### config.mk
export PLATFORM = sky130hd
export DESIGN_NAME = adaptive_step_move_builder
export DESIGN_NICKNAME = d
export VERILOG_FILES = /design/src/sv/asmb_pkg.sv /design/src/sv/asmb_ctrl.sv /design/src/sv/asmb_div.sv /design/src/sv/asmb_dp.sv /design/src/sv/adaptive_step_move_builder.sv
export SDC_FILE = /design/constraint.sdc
export NUM_CORES = 2
export LEC_CHECK = 0
export BUFFER_PORTS_ARGS = -buffer_cell sky130_fd_sc_hd__buf_2
export CORE_AREA = 2 2 427 429
export DETAILED_ROUTE_END_ITERATION = 8
export DIE_AREA = 0 0 429 431
export PLACE_DENSITY = 0.61
export SLEW_MARGIN = 20
export SYNTH_ARGS = -nofsm -noshare
export SYNTH_HDL_FRONTEND = slang
export SYNTH_SLANG_ARGS = --single-unit
### constraint.sdc
create_clock -name clk -period 15.73 [get_ports clk]
set_input_delay 0.7865 -clock clk [delete_from_list [all_inputs] [get_ports clk]]
set_output_delay 0.7865 -clock clk [all_outputs]
set_load 0.02 [all_outputs]
### src/sv/asmb_pkg.sv
// Package with payload types and codes for the adaptive step move builder.
package asmb_pkg;
	localparam logic [1:0] OP_BEGIN = 2'd0;
	localparam logic [1:0] OP_NEXT  = 2'd1;
	localparam logic [1:0] OP_DEST  = 2'd2;
	localparam logic [1:0] OP_SETPOS = 2'd3;

	localparam logic [2:0] V_PENDING   = 3'd0;
	localparam logic [2:0] V_ACCEPTED  = 3'd1;
	localparam logic [2:0] V_TOO_LONG  = 3'd2;
	localparam logic [2:0] V_TOO_SHORT = 3'd3;
	localparam logic [2:0] V_SHORT_FIN = 3'd4;

	localparam logic [2:0] REG_DIR    = 3'd0;
	localparam logic [2:0] REG_LIMIT  = 3'd1;
	localparam logic [2:0] REG_START  = 3'd2;
	localparam logic [2:0] REG_INC    = 3'd3;
	localparam logic [2:0] REG_DMIN   = 3'd4;
	localparam logic [2:0] REG_DMAX   = 3'd5;
	localparam logic [2:0] REG_TARGET = 3'd6;

	typedef struct packed {
		logic [1:0]         operation;
		logic [2:0]         axis;
		logic signed [31:0] position;
		logic               last_axis;
	} in_item_t;

	typedef struct packed {
		logic [31:0] proposed_index;
		logic        limit_reached;
		logic [7:0]  axis_steps;
		logic        axis_negative;
		logic [7:0]  direction_bits;
		logic [31:0] largest_distance;
		logic [2:0]  verdict;
	} out_item_t;

	// Commands from the controller to the datapath.
	typedef struct packed {
		logic exec;      // perform the item's work
		logic div_start; // start the rescale divide
		logic finish;    // apply the rescaled increment and the verdict
	} asmb_cmd_t;

	typedef struct packed {
		logic need_div;
		logic div_done;
	} asmb_sts_t;
endpackage

### src/sv/asmb_ctrl.sv
// Controller state machine sequencing each item through the datapath.
module asmb_ctrl import asmb_pkg::*; (
	input  logic      clk,
	input  logic      arst_n,
	input  logic      in_valid,
	output logic      in_ready,
	output logic      out_valid,
	input  logic      out_ready,
	input  asmb_sts_t sts,
	output asmb_cmd_t cmd
);
	localparam logic [1:0] S_IDLE = 2'd0;
	localparam logic [1:0] S_DIV  = 2'd1;
	localparam logic [1:0] S_WAIT = 2'd2;
	localparam logic [1:0] S_OUT  = 2'd3;

	logic [1:0] state_q;

	// A new beat is taken when idle, or when the finished result is leaving.
	assign in_ready = (state_q == S_IDLE) || (state_q == S_OUT && out_ready);
	assign out_valid = (state_q == S_OUT);
	assign cmd.exec = in_valid && in_ready;
	assign cmd.div_start = (state_q == S_DIV);
	assign cmd.finish = (state_q == S_WAIT) && sts.div_done;

	always_ff @(posedge clk or negedge arst_n) begin
		if (!arst_n) begin
			state_q <= S_IDLE;
		end else begin
			unique case (state_q) inside
				S_IDLE, S_OUT: begin
					if (cmd.exec) begin
						state_q <= sts.need_div ? S_DIV : S_OUT;
					end else if (state_q == S_OUT && out_ready) begin
						state_q <= S_IDLE;
					end
				end
				S_DIV: state_q <= S_WAIT;
				S_WAIT: begin
					if (sts.div_done) state_q <= S_OUT;
				end
				default: state_q <= S_IDLE;
			endcase
		end
	end
endmodule

### src/sv/asmb_div.sv
// Restoring divider: 64-bit magnitude by 32-bit magnitude, one bit per cycle.
module asmb_div (
	input  logic        clk,
	input  logic        arst_n,
	input  logic        start,
	input  logic [63:0] dividend,
	input  logic [31:0] divisor,
	output logic        busy,
	output logic [63:0] quotient
);
	logic [6:0]  cnt_q;
	logic [63:0] quo_q;
	logic [32:0] rem_q;
	logic [31:0] dsr_q;
	logic [32:0] trial;

	assign busy = (cnt_q != 7'd0);
	assign quotient = quo_q;
	assign trial = {rem_q[31:0], quo_q[63]};

	always_ff @(posedge clk or negedge arst_n) begin
		if (!arst_n) begin
			cnt_q <= 7'd0;
		end else if (start) begin
			cnt_q <= 7'd64;
		end else if (busy) begin
			cnt_q <= cnt_q - 7'd1;
		end
	end

	always_ff @(posedge clk) begin
		if (start) begin
			quo_q <= dividend;
			rem_q <= 33'd0;
			dsr_q <= divisor;
		end else if (busy) begin
			if (trial >= {1'b0, dsr_q}) begin
				rem_q <= trial - {1'b0, dsr_q};
				quo_q <= {quo_q[62:0], 1'b1};
			end else begin
				rem_q <= trial;
				quo_q <= {quo_q[62:0], 1'b0};
			end
		end
	end
endmodule

### src/sv/asmb_dp.sv
// Datapath: registers, position banks, index proposal, distance tracking and rescale.
module asmb_dp import asmb_pkg::*; #(
	parameter int AXES = 8
) (
	input  logic        clk,
	input  logic        arst_n,
	input  logic        cfg_we,
	input  logic [2:0]  cfg_index,
	input  logic [31:0] cfg_data,
	input  in_item_t    in_item,
	input  asmb_cmd_t   cmd,
	output asmb_sts_t   sts,
	output out_item_t   out_item
);
	localparam int AW = (AXES > 1) ? $clog2(AXES) : 1;

	logic               dir_up_q;
	logic [31:0]        limit_q, start_q, sinc_q;
	logic [15:0]        dmin_q, dmax_q, dtgt_q;
	logic signed [31:0] bank_a [AXES];
	logic signed [31:0] bank_b [AXES];
	logic               a_cur_q;
	logic [31:0]        curve_q, pend_q, rmax_q;
	logic signed [31:0] inc_q;
	logic               clamp_q;
	logic [7:0]         rsign_q;
	logic [7:0]         steps_q;
	logic               neg_q;
	logic [2:0]         verdict_q;
	logic               clr_q;
	logic               inc_neg_q;
	logic [47:0]        prod_q;

	logic               in_range;
	logic [AW-1:0]      ai;
	logic signed [31:0] cur;
	logic signed [33:0] cand, after;
	logic signed [32:0] diff;
	logic [32:0]        mag;
	logic [31:0]        mag_sat, new_max;
	logic [31:0]        rmax_base;
	logic [7:0]         rsign_base;
	logic signed [24:0] tp, tc;
	logic signed [25:0] isteps;
	logic [7:0]         sign_new;
	logic               div_busy;
	logic [63:0]        quo;
	logic [31:0]        inc_mag;
	logic [31:0]        vmax;
	logic [2:0]         verdict_new;
	logic               judge_now;

	assign in_range = ({29'd0, in_item.axis} < 32'(AXES));
	assign ai = AW'(in_item.axis);
	always_comb begin
		cur = 32'sd0;
		if (in_range) cur = a_cur_q ? bank_a[ai] : bank_b[ai];
	end

	// Running values left by a finished last-axis beat read as cleared.
	assign rmax_base = clr_q ? 32'd0 : rmax_q;
	assign rsign_base = clr_q ? 8'd0 : rsign_q;

	assign cand = 34'(signed'({1'b0, curve_q})) + 34'(inc_q);
	assign after = cand + 34'(inc_q);

	assign diff = 33'(in_item.position) - 33'(cur);
	assign mag = diff[32] ? 33'(-diff) : 33'(diff);
	assign mag_sat = mag[32] ? 32'hFFFF_FFFF : mag[31:0];
	assign new_max = (mag_sat > rmax_base) ? mag_sat : rmax_base;
	// Truncation toward zero of Q24.8 positions.
	assign tp = 25'(in_item.position >>> 8) +
		25'((in_item.position[31] && in_item.position[7:0] != 8'd0) ? 1 : 0);
	assign tc = 25'(cur >>> 8) + 25'((cur[31] && cur[7:0] != 8'd0) ? 1 : 0);
	assign isteps = diff[32] ? (26'(tc) - 26'(tp)) : (26'(tp) - 26'(tc));
	always_comb begin
		sign_new = rsign_base;
		if (diff[32] && in_range) sign_new[in_item.axis] = 1'b1;
	end

	assign inc_mag = inc_q[31] ? 32'(-inc_q) : inc_q;
	assign sts.need_div = (in_item.operation == OP_DEST) && in_item.last_axis &&
		(new_max != 32'd0) && (new_max[23:8] != dtgt_q);
	assign sts.div_done = !div_busy;
	assign judge_now = (in_item.operation == OP_DEST) && in_item.last_axis &&
		!sts.need_div;

	// After a rescale the stored maximum is judged, otherwise the one just formed.
	always_comb begin
		vmax = cmd.finish ? rmax_q : new_max;
		if (vmax >= {8'd0, dmax_q, 8'd0} && !clamp_q) begin
			verdict_new = V_TOO_LONG;
		end else if (vmax <= {8'd0, dmin_q, 8'd0}) begin
			verdict_new = clamp_q ? V_SHORT_FIN : V_TOO_SHORT;
		end else begin
			verdict_new = V_ACCEPTED;
		end
	end

	asmb_div u_div (
		.clk(clk), .arst_n(arst_n), .start(cmd.div_start),
		.dividend({8'd0, prod_q, 8'd0}), .divisor(rmax_q),
		.busy(div_busy), .quotient(quo)
	);

	always_ff @(posedge clk) begin
		if (cmd.exec && in_range) begin
			if (in_item.operation == OP_DEST) begin
				if (a_cur_q) bank_b[ai] <= in_item.position;
				else bank_a[ai] <= in_item.position;
			end else if (in_item.operation == OP_SETPOS) begin
				if (a_cur_q) bank_a[ai] <= in_item.position;
				else bank_b[ai] <= in_item.position;
			end
		end
		if (cmd.exec) begin
			prod_q <= 48'(inc_mag) * 48'(dtgt_q);
			steps_q <= (in_item.operation == OP_DEST) ? isteps[7:0] : 8'd0;
			neg_q <= (in_item.operation == OP_DEST) && diff[32];
			inc_neg_q <= inc_q[31];
		end
	end

	always_ff @(posedge clk or negedge arst_n) begin
		if (!arst_n) begin
			dir_up_q <= 1'b1;
			limit_q <= '0; start_q <= '0; sinc_q <= '0;
			dmin_q <= '0; dmax_q <= '0; dtgt_q <= '0;
			a_cur_q <= 1'b1;
			curve_q <= '0; pend_q <= '0; inc_q <= '0;
			clamp_q <= 1'b1; rmax_q <= '0; rsign_q <= '0;
			verdict_q <= V_PENDING; clr_q <= 1'b0;
		end else begin
			if (cfg_we) begin
				unique case (cfg_index)
					REG_DIR:    dir_up_q <= cfg_data[0];
					REG_LIMIT:  limit_q <= cfg_data;
					REG_START:  start_q <= cfg_data;
					REG_INC:    sinc_q <= cfg_data;
					REG_DMIN:   dmin_q <= cfg_data[15:0];
					REG_DMAX:   dmax_q <= cfg_data[15:0];
					REG_TARGET: dtgt_q <= cfg_data[15:0];
					default: ;
				endcase
			end
			if (cmd.exec) begin
				// A last-axis destination beat with no rescale is judged at once.
				verdict_q <= judge_now ? verdict_new : V_PENDING;
				clr_q <= (in_item.operation == OP_DEST) && in_item.last_axis;
				unique case (in_item.operation)
					OP_BEGIN: begin
						curve_q <= start_q;
						inc_q <= signed'(sinc_q);
						rmax_q <= '0; rsign_q <= '0;
					end
					OP_NEXT: begin
						if (dir_up_q != (after < 34'(signed'({1'b0, limit_q})))) begin
							pend_q <= limit_q; clamp_q <= 1'b1;
						end else begin
							clamp_q <= 1'b0;
							if (cand < 0) pend_q <= '0;
							else if (cand[33:32] != 2'b00) pend_q <= 32'hFFFF_FFFF;
							else pend_q <= cand[31:0];
						end
						rmax_q <= '0; rsign_q <= '0;
					end
					OP_DEST: begin
						rmax_q <= new_max;
						rsign_q <= sign_new;
						if (judge_now && verdict_new == V_ACCEPTED) begin
							a_cur_q <= !a_cur_q;
							curve_q <= pend_q;
						end
					end
					default: begin
						rmax_q <= rmax_base;
						rsign_q <= rsign_base;
					end
				endcase
			end else if (cmd.finish) begin
				if (inc_neg_q) begin
					inc_q <= (quo > 64'd2147483648) ? 32'sh8000_0000 : 32'(-quo);
				end else begin
					inc_q <= (quo > 64'd2147483647) ? 32'sh7FFF_FFFF : quo[31:0];
				end
				verdict_q <= verdict_new;
				if (verdict_new == V_ACCEPTED) begin
					a_cur_q <= !a_cur_q;
					curve_q <= pend_q;
				end
			end
		end
	end

	assign out_item.proposed_index = pend_q;
	assign out_item.limit_reached = clamp_q;
	assign out_item.axis_steps = steps_q;
	assign out_item.axis_negative = neg_q;
	assign out_item.direction_bits = rsign_q;
	assign out_item.largest_distance = rmax_q;
	assign out_item.verdict = verdict_q;
endmodule

### src/sv/adaptive_step_move_builder.sv
// Top level of the adaptive step move builder.
// One result beat follows every input beat on a valid/ready channel pair.
// Operations: begin, next index, axis destination, set current position.
// Begin, next, set-position and ordinary destination beats present their
// result in the cycle after acceptance.
// A last-axis destination that needs an increment rescale runs a 64-step
// restoring divider, one quotient bit a cycle; the result appears once the
// divider is no longer busy.
// A new input beat is taken in the same cycle the waiting result leaves.
// While the receiver stalls, the result is held and no further input is taken.
// The user writes configuration registers (cfg_we, cfg_index, cfg_data)
// only while no beat is in flight; the block itself does not enforce it.
// Reset sets the state and configuration registers to their defaults; the
// position banks, step outputs and divider data are not reset.
module adaptive_step_move_builder import asmb_pkg::*; #(
	parameter int AXES = 8
) (
	input  logic        clk,
	input  logic        arst_n,
	input  logic        in_valid,
	output logic        in_ready,
	input  in_item_t    in_data,
	output logic        out_valid,
	input  logic        out_ready,
	output out_item_t   out_data,
	input  logic        cfg_we,
	input  logic [2:0]  cfg_index,
	input  logic [31:0] cfg_data
);
	asmb_cmd_t cmd;
	asmb_sts_t sts;

	asmb_ctrl u_ctrl (
		.clk(clk), .arst_n(arst_n), .in_valid(in_valid), .in_ready(in_ready),
		.out_valid(out_valid), .out_ready(out_ready), .sts(sts), .cmd(cmd)
	);

	asmb_dp #(.AXES(AXES)) u_dp (
		.clk(clk), .arst_n(arst_n), .cfg_we(cfg_we), .cfg_index(cfg_index),
		.cfg_data(cfg_data), .in_item(in_data), .cmd(cmd), .sts(sts),
		.out_item(out_data)
	);
endmodule
==> impl_metrics.toml <==
[run_status]
status = "completed"

[clock_network]
h-tree-depth = 3
cts_tree = "built"
cts_resized = 0
ctsRootBufferMaster = "clkbuf_16"
cts_sinks = 994
worstSkewPairLatency_ns = 0.77
cts_buffer_depth = 3
hold_buffers = 0
postCtsSetupRepairBufs = 0
path_clk_slew_ns = 0.07
cts_made_buffers = 104

[sta]
setup_viol = 0
drv_slew = 0
max-slew-margin-rel_pct = 27.8
finalCritPeriodShare_pct = 88.4
period_needed_ns = 13.90
final_hold_viol_count = 0
worst_pin_slew_ns = 1.08
fmax_mhz = 71.9
rsz0062_at_grt = "false"
finClkSkew_ns = 0.0463
tns_ns = 0

[floorplanning]
rows = 156
io_pins = 165
start_util_pct = 37.9
dieWidth_um = 429
die_h_um = 431
core_mm2 = 0.180
dieArea_mm2 = 0.185

[logic_synthesis]
synth.most_common_cell = "nand2_1"
synth_compound_area_share_pct = 13.0
synthAdderAreaFrac_pct = 19.3
synth-simple-area-share_pct = 13.5
yosysSeqAreaShare_pct = 40.9
muxShareOfSynthArea_pct = 4.92
ys_warn_count = 0
synth.largest_area_cell = "edfxtp_1"
synthArstFlopShare_pct = 29.8
synth_top_cells_by_area = "edfxtp_1, fa_1, dfrtp_1"
synth_ff_type = "edfxtp_1"
synth-seq-cells = 994
syn_inst = 6600
synth-xor-area-share_pct = 3.09
synth_cell_types = 107
netlist_area_mm2 = 0.0682
synth_area_per_cell_um2 = 10.3
synthesis.nets = 7476
netlist.area_leader.share_pct = 28.6
synth_top_family_by_area = "adder cells"
synth.cells.most_frequent = "nand2_1, edfxtp_1, inv_1, fa_1, ha_1"
synth_edf_count = 650

[routing]
detail-route-antenna-nets = 0
num_vias = 50951
drc = 0
drt-pass1-iter-count = 7
routed_wl_mm = 205
routedWlPerCell_um = 22.5
drt_first_iter_violations = 4460
viasPerCell = 5.59

[placed_design]
place_inst = 8924
io_buffers = 164
place.detailed.hpwl_mm = 145
gp_congestion = 0.910
place_area_mm2 = 0.0719

[setup_path]
r2r-start = "u_dp.a_cur_q"
start_kind = "input pin"
arrival_ns = 14.51
slowest_stage = "a2111oi_0"
cp-startpoint = "in_data[34]"
max_stage_delay_ns = 0.87
cp-end-kind = "register"
worstSetupPathType = "in2reg"
worst_path_most_repeated_cell = "a21oi_1"
worstPathMaxFanout = 44
worstPathRequired_ns = 16.34

[grt]
grt_pass1_vias = 51168
grt_first_pass_wirelength_mm = 314
antenna_found_initial = 8
overflow = 0
grt_max_degree = 140
groute.usage.overall_pct = 22.0

[cells_and_area]
nNetsFinal = 7536
final_cell_area_mm2 = 0.0755
drive_above_1_share_pct = 11.3
syn2layout_area_growth_pct = 10.8
final_cell_count_no_fill = 9121

[job]
drv_cap = 0

[min_path]
min_path_type = "in2async"
## worst paths after layout
| check | endpoint | slack, ns | cells after the start |
|---|---|---|---|
| hold reg to reg | u_dp.u_div.quotient[62] | 0.47 | 2 |
| setup reg to reg | u_dp.curve_q[3] | 2.02 | 46 |
| hold / removal | u_dp.u_div.cnt_q[0] | 0.11 | 1 |
| max in group asynchronous | u_dp.sinc_q[19] | 14.25 | 2 |
| min in group clk | u_dp.limit_q[17] | 0.28 | 3 |
| setup / recovery | u_dp.curve_q[3] | 1.83 | 49 |
## flip-flops by register name, summed over array words and instances, names as in the netlist, 2 cells and up
name                 count
u_ctrl.state_q           2
u_dp.bank_a            256
u_dp.bank_b            256
u_dp.curve_q            32
u_dp.dmax_q             16
u_dp.dmin_q             16
u_dp.dtgt_q             16
u_dp.inc_q              32
u_dp.limit_q            32
u_dp.pend_q             32
u_dp.prod_q             48
u_dp.rmax_q             32
u_dp.rsign_q             8
u_dp.sinc_q             32
u_dp.start_q            32
u_dp.steps_q             8
u_dp.u_div.cnt_q         7
u_dp.u_div.dsr_q        32
u_dp.u_div.quotient     64
u_dp.u_div.rem_q        32
u_dp.verdict_q           3
## critical path: cells and delay by family
family                   cells  cell delay (ns)
AO/OA/AOI/OAI               25             7.14
XOR/XNOR                     1             0.25
adder cells (fa/ha/maj)      3             0.88
buffers and inverters        5             1.64
multiplexers                 1             0.38
AND/OR/NAND/NOR             14             3.30
## cell families (layout without fill, tap and decap cells)
kind of cell | Yosys count | count (layout)
DFF | 994 | 994
other | 0 | 2
and+or+nand+nor | 1991 | 1991
xor gates and xnor gates | 237 | 237
buffers and inverters | 947 | 1096
adders and majority gates | 798 | 798
AOI/OAI and AO/OA | 1356 | 1356
muxes | 277 | 277
## layout by cell type, fill, tap and decap left out, drive strengths merged, types with 24 or more instances in the layout
| cell | instances |
|---|---|
| nand3 | 129 |
| xor2 | 68 |
| a221oi | 27 |
| clkinv | 42 |
| o21a | 39 |
| edfxtp | 650 |
| buf | 292 |
| nand4 | 52 |
| dfrtp | 293 |
| nor4 | 38 |
| a22oi | 84 |
| mux2 | 202 |
| ha | 374 |
| nor3 | 104 |
| a22o | 71 |
| or3 | 44 |
| clkbuf | 134 |
| mux2i | 57 |
| o31ai | 32 |
| inv | 611 |
| a211oi | 63 |
| o211ai | 54 |
| nor2 | 363 |
| o22ai | 42 |
| nor2b | 65 |
| o21ai | 347 |
| fa | 424 |
| a31oi | 24 |
| nand2b | 45 |
| dfxtp | 48 |
| xnor2 | 168 |
| a21oi | 308 |
| and2 | 148 |
| and3 | 32 |
| nand2 | 898 |
| a21o | 102 |
## through the flow
stage               utilization, %  hold WS (ns)  worst slack, ns
floorplan                        -         0.439             2.89
detailed placement            39.9         0.461             1.22
global placement              39.9         0.455             1.47
finish                        41.9         0.111             1.83
global route                  41.9         0.194            0.730
CTS                           41.9         0.143             2.02
## cell type report
| class | count | area [um^2] |
|---|---|---|
| Fill cell | 17131 | 105000 |
| Antenna cell | 2 | 5.00 |
| Multi-Input combinational cell | 4659 | 36900 |
| Clock buffer | 134 | 2810 |
| Sequential cell | 994 | 27900 |
| Clock inverter | 61 | 820 |
| Timing Repair Buffer | 292 | 1820 |
| Tap cell | 2370 | 2970 |
| Inverter | 609 | 2290 |
## routing by layer
metal  share of wire (%)  global-route usage, %
met5              0.0054                      0
met4                 3.2                   6.74
met3                 6.9                   3.17
met2                  46                   35.7
met1                  44                   30.4
Power is left out: the tool's default activity adds up to more than one toggle a clock period on the data nets, which glitch-free logic cannot reach.
